[src/rtl/iqcpm_pkg.sv]
// shared types and constants for the iq sample clip and power monitor
`default_nettype none

package iqcpm_pkg;

   localparam int SampleWidth   = 16;
   localparam int ScaledWidth   = 24;
   localparam int GainWidth     = 24;
   localparam int EnergyWidth   = 46;
   localparam int CountWidth    = 15;
   localparam int SinceWidth    = 32;
   localparam int TotalWidth    = 48;
   localparam int CsrIndexWidth = 8;
   localparam int CsrDataWidth  = 24;

   // register indexes on the csr port
   localparam logic [CsrIndexWidth-1:0] CSR_SAMPLE_FORMAT = 8'd0;
   localparam logic [CsrIndexWidth-1:0] CSR_SCALE_GAIN    = 8'd1;

   // sample format codes
   localparam logic FMT_INT16 = 1'b0;
   localparam logic FMT_INT8  = 1'b1;

   localparam logic signed [SampleWidth-1:0] S16_MIN = -16'sd32768;
   localparam logic signed [SampleWidth-1:0] S16_MAX = 16'sd32767;
   localparam logic signed [SampleWidth-1:0] S8_MIN  = -16'sd128;
   localparam logic signed [SampleWidth-1:0] S8_MAX  = 16'sd127;

   localparam logic [GainWidth-1:0] GAIN_RESET = 24'h01_0000;

   typedef struct packed {
      logic signed [SampleWidth-1:0] i_sample;
      logic signed [SampleWidth-1:0] q_sample;
      logic                          last;
   } req_word_type;

   typedef struct packed {
      logic signed [ScaledWidth-1:0] i_scaled;
      logic signed [ScaledWidth-1:0] q_scaled;
      logic                          clipped;
      logic [SinceWidth-1:0]         since_clip;
      logic [TotalWidth-1:0]         clip_total;
      logic [TotalWidth-1:0]         sample_total;
      logic [EnergyWidth-1:0]        block_energy;
      logic [CountWidth-1:0]         block_count;
      logic                          block_done;
   } rsp_word_type;

endpackage

`default_nettype wire

[src/rtl/iq_sample_clip_and_power_monitor.sv]
// top level: iq sample clip detection, gain scaling and block power monitor
// a req word passes through the input, product and result registers on its way to the rsp word
// throughput: one word per cycle while rsp_ready holds; a bubble in the pipe lets a new word in while rsp stalls
// the gain and square multipliers share the second stage with the format select and clip test, the counter and energy
// accumulator updates in the third
// reset (synchronous, active high) empties the pipe, clears all counters and the block sum,
// and sets 16-bit format with unity gain
`default_nettype none

module iq_sample_clip_and_power_monitor
   import iqcpm_pkg::*;
#(
   parameter int MAX_BLOCK = 16384
) (
   input  wire logic                     clock,
   input  wire logic                     reset,
   // sample input
   input  wire logic                     req_valid,
   output      logic                     req_ready,
   input  wire req_word_type             req_word,
   // result output
   output      logic                     rsp_valid,
   input  wire logic                     rsp_ready,
   output      rsp_word_type             rsp_word,
   // register writes
   input  wire logic                     csr_valid,
   output      logic                     csr_ready,
   input  wire logic [CsrIndexWidth-1:0] csr_index,
   input  wire logic [CsrDataWidth-1:0]  csr_data
);

   // block sample count stops at the smaller of MAX_BLOCK and the 15-bit limit
   localparam int CapInt = (MAX_BLOCK < 32767) ? MAX_BLOCK : 32767;
   localparam logic [CountWidth-1:0] COUNT_CAP = CountWidth'(CapInt);
   localparam int ProdWidth = SampleWidth + GainWidth + 1;
   localparam int SqWidth   = 2 * SampleWidth - 1;

   // configuration
   logic                 fmt_ff;
   logic [GainWidth-1:0] gain_ff;

   // stage a: raw input word
   logic         a_valid_ff;
   req_word_type a_word_ff;

   // stage b: products and clip flag
   logic                        b_valid_ff;
   logic signed [ProdWidth-1:0] b_prod_i_ff, b_prod_q_ff;
   logic [SqWidth-1:0]          b_sq_i_ff, b_sq_q_ff;
   logic                        b_over_ff, b_last_ff;

   // stage c: result register
   logic         c_valid_ff;
   rsp_word_type c_word_ff;

   // running state
   logic [SinceWidth-1:0]  since_ff;
   logic [TotalWidth-1:0]  clip_tot_ff;
   logic [TotalWidth-1:0]  samp_tot_ff;
   logic [EnergyWidth-1:0] energy_ff;
   logic [CountWidth-1:0]  blk_cnt_ff;

   // stage enables, each stage moves when the next one has room
   logic c_en, b_en, a_en;

   assign c_en      = !c_valid_ff || rsp_ready;
   assign b_en      = !b_valid_ff || c_en;
   assign a_en      = !a_valid_ff || b_en;
   assign req_ready = a_en;
   assign csr_ready = 1'b1;
   assign rsp_valid = c_valid_ff;
   assign rsp_word  = c_word_ff;

   // ---------------- stage a -> b: format select, clip test, multiplies
   logic signed [SampleWidth-1:0] ip, qp, lo, hi;
   logic                          over_in;
   logic signed [ProdWidth-1:0]   prod_i_in, prod_q_in, gain_s;
   logic signed [2*SampleWidth-1:0] sq_i_full, sq_q_full;

   always_comb begin
      if (fmt_ff == FMT_INT8) begin
         // only the low byte counts in 8-bit format
         ip = SampleWidth'($signed(a_word_ff.i_sample[7:0]));
         qp = SampleWidth'($signed(a_word_ff.q_sample[7:0]));
         lo = S8_MIN;
         hi = S8_MAX;
      end else begin
         ip = a_word_ff.i_sample;
         qp = a_word_ff.q_sample;
         lo = S16_MIN;
         hi = S16_MAX;
      end
      over_in   = (ip == lo) || (ip == hi) || (qp == lo) || (qp == hi);
      gain_s    = $signed({{(ProdWidth-GainWidth){1'b0}}, gain_ff});
      prod_i_in = ProdWidth'(ip) * gain_s;
      prod_q_in = ProdWidth'(qp) * gain_s;
      sq_i_full = ip * ip;
      sq_q_full = qp * qp;
   end

   // ---------------- stage b -> c: floor shift, saturate, counters, energy
   logic signed [ProdWidth-17:0] sh_i, sh_q;
   logic signed [ScaledWidth-1:0] scl_i_in, scl_q_in;
   logic [SqWidth:0]              e_in;
   logic [EnergyWidth:0]          esum_wide;
   logic [EnergyWidth-1:0]        esum_in;
   logic [CountWidth-1:0]         cnt_in;
   logic [SinceWidth-1:0]         since_in;
   logic [TotalWidth-1:0]         clip_tot_in, samp_tot_in;
   rsp_word_type                  c_word_in;

   always_comb begin
      // arithmetic shift is a floor for both signs
      sh_i = b_prod_i_ff[ProdWidth-1:16];
      sh_q = b_prod_q_ff[ProdWidth-1:16];
      // saturate when the bits above the 24-bit range disagree with the sign
      if (sh_i[ProdWidth-17:ScaledWidth-1] != {(ProdWidth-16-ScaledWidth+1){sh_i[ProdWidth-17]}})
         scl_i_in = sh_i[ProdWidth-17] ? {1'b1, {(ScaledWidth-1){1'b0}}}
                                       : {1'b0, {(ScaledWidth-1){1'b1}}};
      else
         scl_i_in = sh_i[ScaledWidth-1:0];
      if (sh_q[ProdWidth-17:ScaledWidth-1] != {(ProdWidth-16-ScaledWidth+1){sh_q[ProdWidth-17]}})
         scl_q_in = sh_q[ProdWidth-17] ? {1'b1, {(ScaledWidth-1){1'b0}}}
                                       : {1'b0, {(ScaledWidth-1){1'b1}}};
      else
         scl_q_in = sh_q[ScaledWidth-1:0];

      // energy accumulate, stuck at full scale on overflow
      e_in      = {1'b0, b_sq_i_ff} + {1'b0, b_sq_q_ff};
      esum_wide = {1'b0, energy_ff} + (EnergyWidth+1)'(e_in);
      esum_in   = esum_wide[EnergyWidth] ? {EnergyWidth{1'b1}} : esum_wide[EnergyWidth-1:0];
      cnt_in    = (blk_cnt_ff < COUNT_CAP) ? blk_cnt_ff + 1'b1 : blk_cnt_ff;

      if (b_over_ff)
         since_in = '0;
      else if (since_ff != {SinceWidth{1'b1}})
         since_in = since_ff + 1'b1;
      else
         since_in = since_ff;
      clip_tot_in = clip_tot_ff + TotalWidth'(b_over_ff);
      samp_tot_in = samp_tot_ff + 1'b1;

      c_word_in.i_scaled     = scl_i_in;
      c_word_in.q_scaled     = scl_q_in;
      c_word_in.clipped      = b_over_ff;
      c_word_in.since_clip   = since_in;
      c_word_in.clip_total   = clip_tot_in;
      c_word_in.sample_total = samp_tot_in;
      c_word_in.block_energy = b_last_ff ? esum_in : '0;
      c_word_in.block_count  = b_last_ff ? cnt_in : '0;
      c_word_in.block_done   = b_last_ff;
   end

   // ---------------- configuration registers
   always_ff @(posedge clock) begin
      if (reset) begin
         fmt_ff  <= FMT_INT16;
         gain_ff <= GAIN_RESET;
      end else if (csr_valid) begin
         case (csr_index)
            CSR_SAMPLE_FORMAT: fmt_ff  <= csr_data[0];
            CSR_SCALE_GAIN:    gain_ff <= csr_data[GainWidth-1:0];
            default: ;
         endcase
      end
   end

   // ---------------- pipeline valids and running state
   always_ff @(posedge clock) begin
      if (reset) begin
         a_valid_ff  <= 1'b0;
         b_valid_ff  <= 1'b0;
         c_valid_ff  <= 1'b0;
         since_ff    <= '0;
         clip_tot_ff <= '0;
         samp_tot_ff <= '0;
         energy_ff   <= '0;
         blk_cnt_ff  <= '0;
      end else begin
         if (a_en)
            a_valid_ff <= req_valid;
         if (b_en)
            b_valid_ff <= a_valid_ff;
         if (c_en)
            c_valid_ff <= b_valid_ff;
         // state advances once per word, as it enters the result register
         if (c_en && b_valid_ff) begin
            since_ff    <= since_in;
            clip_tot_ff <= clip_tot_in;
            samp_tot_ff <= samp_tot_in;
            energy_ff   <= b_last_ff ? '0 : esum_in;
            blk_cnt_ff  <= b_last_ff ? '0 : cnt_in;
         end
      end
   end

   // ---------------- payload registers
   always_ff @(posedge clock) begin
      if (a_en && req_valid)
         a_word_ff <= req_word;
      if (b_en && a_valid_ff) begin
         b_prod_i_ff <= prod_i_in;
         b_prod_q_ff <= prod_q_in;
         b_sq_i_ff   <= sq_i_full[SqWidth-1:0];
         b_sq_q_ff   <= sq_q_full[SqWidth-1:0];
         b_over_ff   <= over_in;
         b_last_ff   <= a_word_ff.last;
      end
      if (c_en && b_valid_ff)
         c_word_ff <= c_word_in;
   end

endmodule

`default_nettype wire

[config.mk]
export PLATFORM = sky130hd
export DESIGN_NAME = iq_sample_clip_and_power_monitor
export DESIGN_NICKNAME = d
export VERILOG_FILES = /design/src/rtl/iqcpm_pkg.sv /design/src/rtl/iq_sample_clip_and_power_monitor.sv
export SDC_FILE = /design/constraint.sdc
export NUM_CORES = 2
export LEC_CHECK = 0
export ABC_AREA = 1
export BUFFER_PORTS_ARGS = -buffer_cell sky130_fd_sc_hd__buf_2
export CAP_MARGIN = 15
export CORE_MARGIN = 5
export CORE_UTILIZATION = 50
export DETAILED_ROUTE_END_ITERATION = 7
export HOLD_SLACK_MARGIN = 0.1
export MAX_ROUTING_LAYER = met4
export PLACE_DENSITY_LB_ADDON = 0.15
export SYNTH_ARGS = -nofsm -noshare
export SYNTH_HDL_FRONTEND = slang
export SYNTH_SLANG_ARGS = --single-unit
export TNS_END_PERCENT = 1
[constraint.sdc]
create_clock -name clock -period 11 [get_ports clock]
set_input_delay 3.3 -clock clock [delete_from_list [all_inputs] [get_ports clock]]
set_output_delay 3.3 -clock clock [all_outputs]
set_load 0.02 [all_outputs]
* Word-level counts from Yosys, hierarchy flattened
Cells that the tools add are included.
** Storage, ports and cells
- Register bits after elaboration :: 635
- Output and inout bits :: 242
- Word-level logic and storage cells :: 76
** Cells by class
- $add $sub $neg :: 6
- $mul :: 4
- Magnitude comparators :: 1
- Equality and inequality tests :: 8
- Mux-type cells :: 14
- Reductions and logical operators :: 15
** Operator list (number)
- two-way mux 24 bit :: 4
- two-way mux 46 bit :: 2
- multiplier 16 x 25 -> 41 bit :: 2
- == test 16 bit :: 4
- two-way mux 32 bit :: 2
- multiplier 16 x 16 -> 31 bit :: 2
- two-way mux 15 bit :: 4
- adder 48 x 1 -> 48 bit :: 1
- adder 48 x 1 -> 48 bit (second input constant) :: 1
- adder 46 x 32 -> 47 bit :: 1
- adder 31 x 31 -> 32 bit :: 1
- adder 32 x 1 -> 32 bit (second input constant) :: 1
- two-way mux 16 bit :: 2
- != test 32 bit (second input constant) :: 1
- adder 15 x 1 -> 15 bit (second input constant) :: 1
- < comparator 15 bit (second input constant) :: 1
- == test 8 x 1 -> 1 bit (second input constant) :: 1
- zero test 8 bit :: 1
- logical OR 1 bit :: 6
- AND reduction 2 bit :: 2
- logical AND 1 bit :: 3
- zero test 1 bit :: 3
- != test 1 bit :: 2

* Longest topological paths before layout
- Word-level depth :: 5
- Gate-level depth with buffers :: 31

* Worst setup path before layout
OpenSTA, ideal clock, no wires.
- Path type :: in2reg
- Start :: input port rsp_ready
- End :: register since_ff[22]
- Library setup time :: 0.423 ns
- Arrival time :: 10.755 ns
- Required time :: 10.577 ns
- Slack :: -0.178 ns
- Stages on the path :: 7
- Path through :: inv_1 -> nand2_1 -> nand2_1 -> buf_2 -> clkinv_1 -> clkbuf_1 -> a21oi_1
** Between the ends
- Word-level cells in the longest chain between the ends :: 2
** Ends and longest elaborated chain
- start, declared :: line iq_sample_clip_and_power_monitor.sv:23 : input wire logic rsp_ready,
- logical OR 1 bit :: line iq_sample_clip_and_power_monitor.sv:66 : assign c_en = !c_valid_ff || rsp_ready;
- logical AND 1 bit :: line iq_sample_clip_and_power_monitor.sv:187 : if (c_en && b_valid_ff) begin
- end signal, assigned :: line iq_sample_clip_and_power_monitor.sv:188 : since_ff <= since_in;
- end, declared :: line iq_sample_clip_and_power_monitor.sv:57 : logic [SinceWidth-1:0] since_ff;
No other way between the ends.
A chain may end at the register's enable or synchronous reset.

* Worst setup path after layout
- Start :: register a_word_ff[8] (netlist name)
- End :: register b_sq_q_ff[30] (data pin)
** Between the ends
- Word-level cells in the longest chain between the ends :: 2
** Ends and longest elaborated chain
- start, declared :: line iq_sample_clip_and_power_monitor.sv:44 : req_word_type a_word_ff;
- start signal, assigned :: line iq_sample_clip_and_power_monitor.sv:200 : a_word_ff <= req_word;
- two-way mux 16 bit :: line iq_sample_clip_and_power_monitor.sv:81 : if (fmt_ff == FMT_INT8) begin
- multiplier 16 x 16 -> 31 bit :: line iq_sample_clip_and_power_monitor.sv:98 : sq_q_full = qp * qp;
- via sq_q_full[30] :: line iq_sample_clip_and_power_monitor.sv:78 : logic signed [2*SampleWidth-1:0] sq_i_full, sq_q_full;
- end signal, assigned :: line iq_sample_clip_and_power_monitor.sv:205 : b_sq_q_ff <= sq_q_full[SqWidth-1:0];
- end, declared :: line iq_sample_clip_and_power_monitor.sv:49 : logic [SqWidth-1:0] b_sq_i_ff, b_sq_q_ff;
The timed path passes the listed nets, and every way through them passes these cells.

==> impl_metrics.ini <==
[sta]
rsz0062_at_grt = false
slew_headroom_pct = 25.71
drv_slew = 0
hold_violations = 0
timing.hold.ws_ns = 0.4186
layout_min_cycle_time_ns = 7.893
fin_skew_ns = 0.04563
finalSetupViolations = 0
clock.fmax_mhz = 126.7
fin_crit_sh_pct = 71.75
worst_pin_slew_ns = 1.114
final.setup.tns_ns = 0

[global_route]
grt_antenna_before_repair = 4
grt_pass1_vias = 57675
grt_pass1_wl_mm = 322.9
grt_max_degree = 159
grt-ovfl-total = 0
grtUsageTotal_pct = 27.63

[placement]
dp_hpwl_mm = 160.7
port_buffers = 310
dp.cells = 10751
gp_congestion = 0.9467

[run_status]
status = finished clean

[floorplanning]
start_util_pct = 50.27
die_area_sq_um = 151900
row_count = 139
core_sq_um = 143500
ios = 312
die_h_um = 389.8
die_w_um = 389.8

[min_path]
hold_path.class = register to register
min_to = b_last_ff
hold_path_depth = 0
hold_start = a_word_ff[0]

[critical_path]
cp_common_cell = fa_1
crit_required_ns = 11.42
cp-start-kind = register
cpMaxStageDelayCell = fa_1
path_cells = buf_4 > nand2_1 > nand2_1 > inv_1 > nor2_1 > fa_1 > fa_1 > inv_1 > fa_1 > fa_1 > fa_1 > fa_1 > inv_1 > ha_1 > inv_1 > nor3_1 > nand4_1 > nor2_1 > nor2_1 > nand2_1 > xor2_1
slowest_delay_ns = 0.71
crit_path_end_kind = register
r2r-start = a_word_ff[8]
r2r_end = b_sq_q_ff[30]
rrSetupSlack_ns = 3.11
rr_worst_depth = 21
worstPathArrival_ns = 8.32
critPathKind = register to register
path_max_fanout = 38

[layout]
fin_nets = 10569
areaGrowthSynthToFinish_pct = 8.096
multiInputGateArea_sq_um = 46780
register_area_sq_um = 15890
fillerInstances = 13567
final_cells = 10890
final_common_cell = inv_1
drive_gt1_share_pct = 6.826
final_cell_mix = 2,203 x inv_1, 1,857 x nand2_1, 1,108 x fa_1
final_core_util_pct = 54.34

[cts]
clock-root-buffer = clkbuf_16
cts_tree = built
clk_latency_ns = 0.71
ctsHoldBuffers = 0
htree_levels = 3
cts_inserted_buffers = 73
ctsResizeCount = 0
path_clk_slew_ns = 0.06
cts_max_path_buffers = 3
post_cts_buffers = 0
cts_sinks = 601

[synthesis]
avgSynthCellArea_sq_um = 8.227
ys_seq_elements = 601
synthFlopType = edfxtp_1
netlist_area_sq_um = 72120
yosysUniqueCellTypes = 57
ys_seq_area_share_pct = 22.01
yosysWarnings = 0
ys_async_sr_fraction_pct = 0
syn_inst = 8767
synth_edf_count = 384

[routing]
drc = 0
firstDrtPassIters = 8
wl_per_cell_um = 18.58
vias_per_cell = 5.174
drtAntennaViolNets = 0
vias = 56349
first_iter_violations = 4050
routed_wl_mm = 202.3

[power]
power_density_nw_per_um2 = 254.1
peakVddDrop_uv = 381.9
p_total_w = 0.01981
p_leak_nw = 39.48

[job]
cap_violations = 0
[final cells by class]
type | instances | share of cell area, %
Multi-Input combinational cell | 5646 | 60.00
Sequential cell | 601 | 20.38
Inverter | 2229 | 10.74
Tap cell | 1903 | 3.054
Timing Repair Buffer | 372 | 2.611
Clock buffer | 93 | 2.516
Clock inverter | 39 | 0.6708
Antenna cell | 7 | 0.02247
[kinds of logic (layout without fill, tap and decap cells)]
logic type	Yosys count	in the layout	synth area share (%)
simple gates	3075	3075	17.24
xor+xnor	246	246	2.987
fa+ha+maj	1576	1576	38.87
flops	601	601	22.01
buf+inv	2521	2733	13.19
compound gates	745	745	5.669
other cells	2	10	0.01041
mux	1	1	0.01388
[layer usage]
| metal | GRT usage [%] | routed length, um | up-vias |
|---|---|---|---|
| met1 | 37.29 | 88120 | 27777 |
| met5 | - | 0 | - |
| met2 | 44.23 | 94590 | 1809 |
| li1 | - | - | 26464 |
| met3 | 4.343 | 14300 | 299 |
| met4 | 6.696 | 5332 | 0 |
[cell usage after synthesis, types with 27 or more instances]
library cell | n | area [sq um]
edfxtp_1 | 384 | 11530
nand3_1 | 195 | 975.9
fa_1 | 1108 | 22180
o21ai_0 | 227 | 1136
xnor2_1 | 67 | 586.8
nor2_1 | 751 | 2819
a21oi_1 | 361 | 1807
clkbuf_1 | 210 | 788.3
inv_1 | 2206 | 8280
xor2_1 | 179 | 1568
ha_1 | 468 | 5856
dfxtp_1 | 217 | 4344
nand2_1 | 1858 | 6974
buf_1 | 58 | 217.7
nor3_1 | 101 | 505.5
a31oi_1 | 27 | 168.9
nand4_1 | 53 | 331.6
[critical path, delay by kind of cell, from the launching register on]
family,cells,cell delay [ns]
buffers and inverters,5,1.30
xor gates and xnor gates,1,0.06
adders and majority gates,7,3.73
and+or+nand+nor,8,2.16
DFF,1,0.32
[metrics by stage]
| step | setup slack (ns) | instance area (sq um) |
|---|---|---|
| after floorplan | 3.564 | 72130 |
| after global placement | 3.395 | 75460 |
| after detailed placement | 3.267 | 75460 |
| after CTS | 3.224 | 77950 |
| after global routing | 2.745 | 77950 |
| final | 3.107 | 77960 |
[where the power goes]
group	internal, W	switching (W)
Combinational	0.00497	0.00887
Clock	0.00143	0.00108
Sequential	0.00327	0.000181
Total	0.00968	0.0101
[how the worst max path moves through the flow]
stage | start | endpoint | slack, ns | cells past startpoint
floorplan | rsp_ready | rsp_word[0] | 3.56 | 6
global placement | fmt_ff | b_prod_q_ff[29] | 3.40 | 24
detailed placement | fmt_ff | b_sq_q_ff[30] | 3.27 | 21
CTS | fmt_ff | b_sq_q_ff[30] | 3.22 | 21
global route | fmt_ff | b_sq_q_ff[26] | 2.75 | 24
finish | a_word_ff[8] | b_sq_q_ff[30] | 3.11 | 21
[state kept, by name (all words and copies together), names as in the netlist, 30 cells and up]
signal / flops
b_sq_i_ff: 30
rsp_word: 239
b_sq_q_ff: 30
energy_ff: 46
samp_tot_ff: 48
clip_tot_ff: 48
since_ff: 32
a_word_ff: 33
No activity file was read; power rests on OpenSTA's default activity.
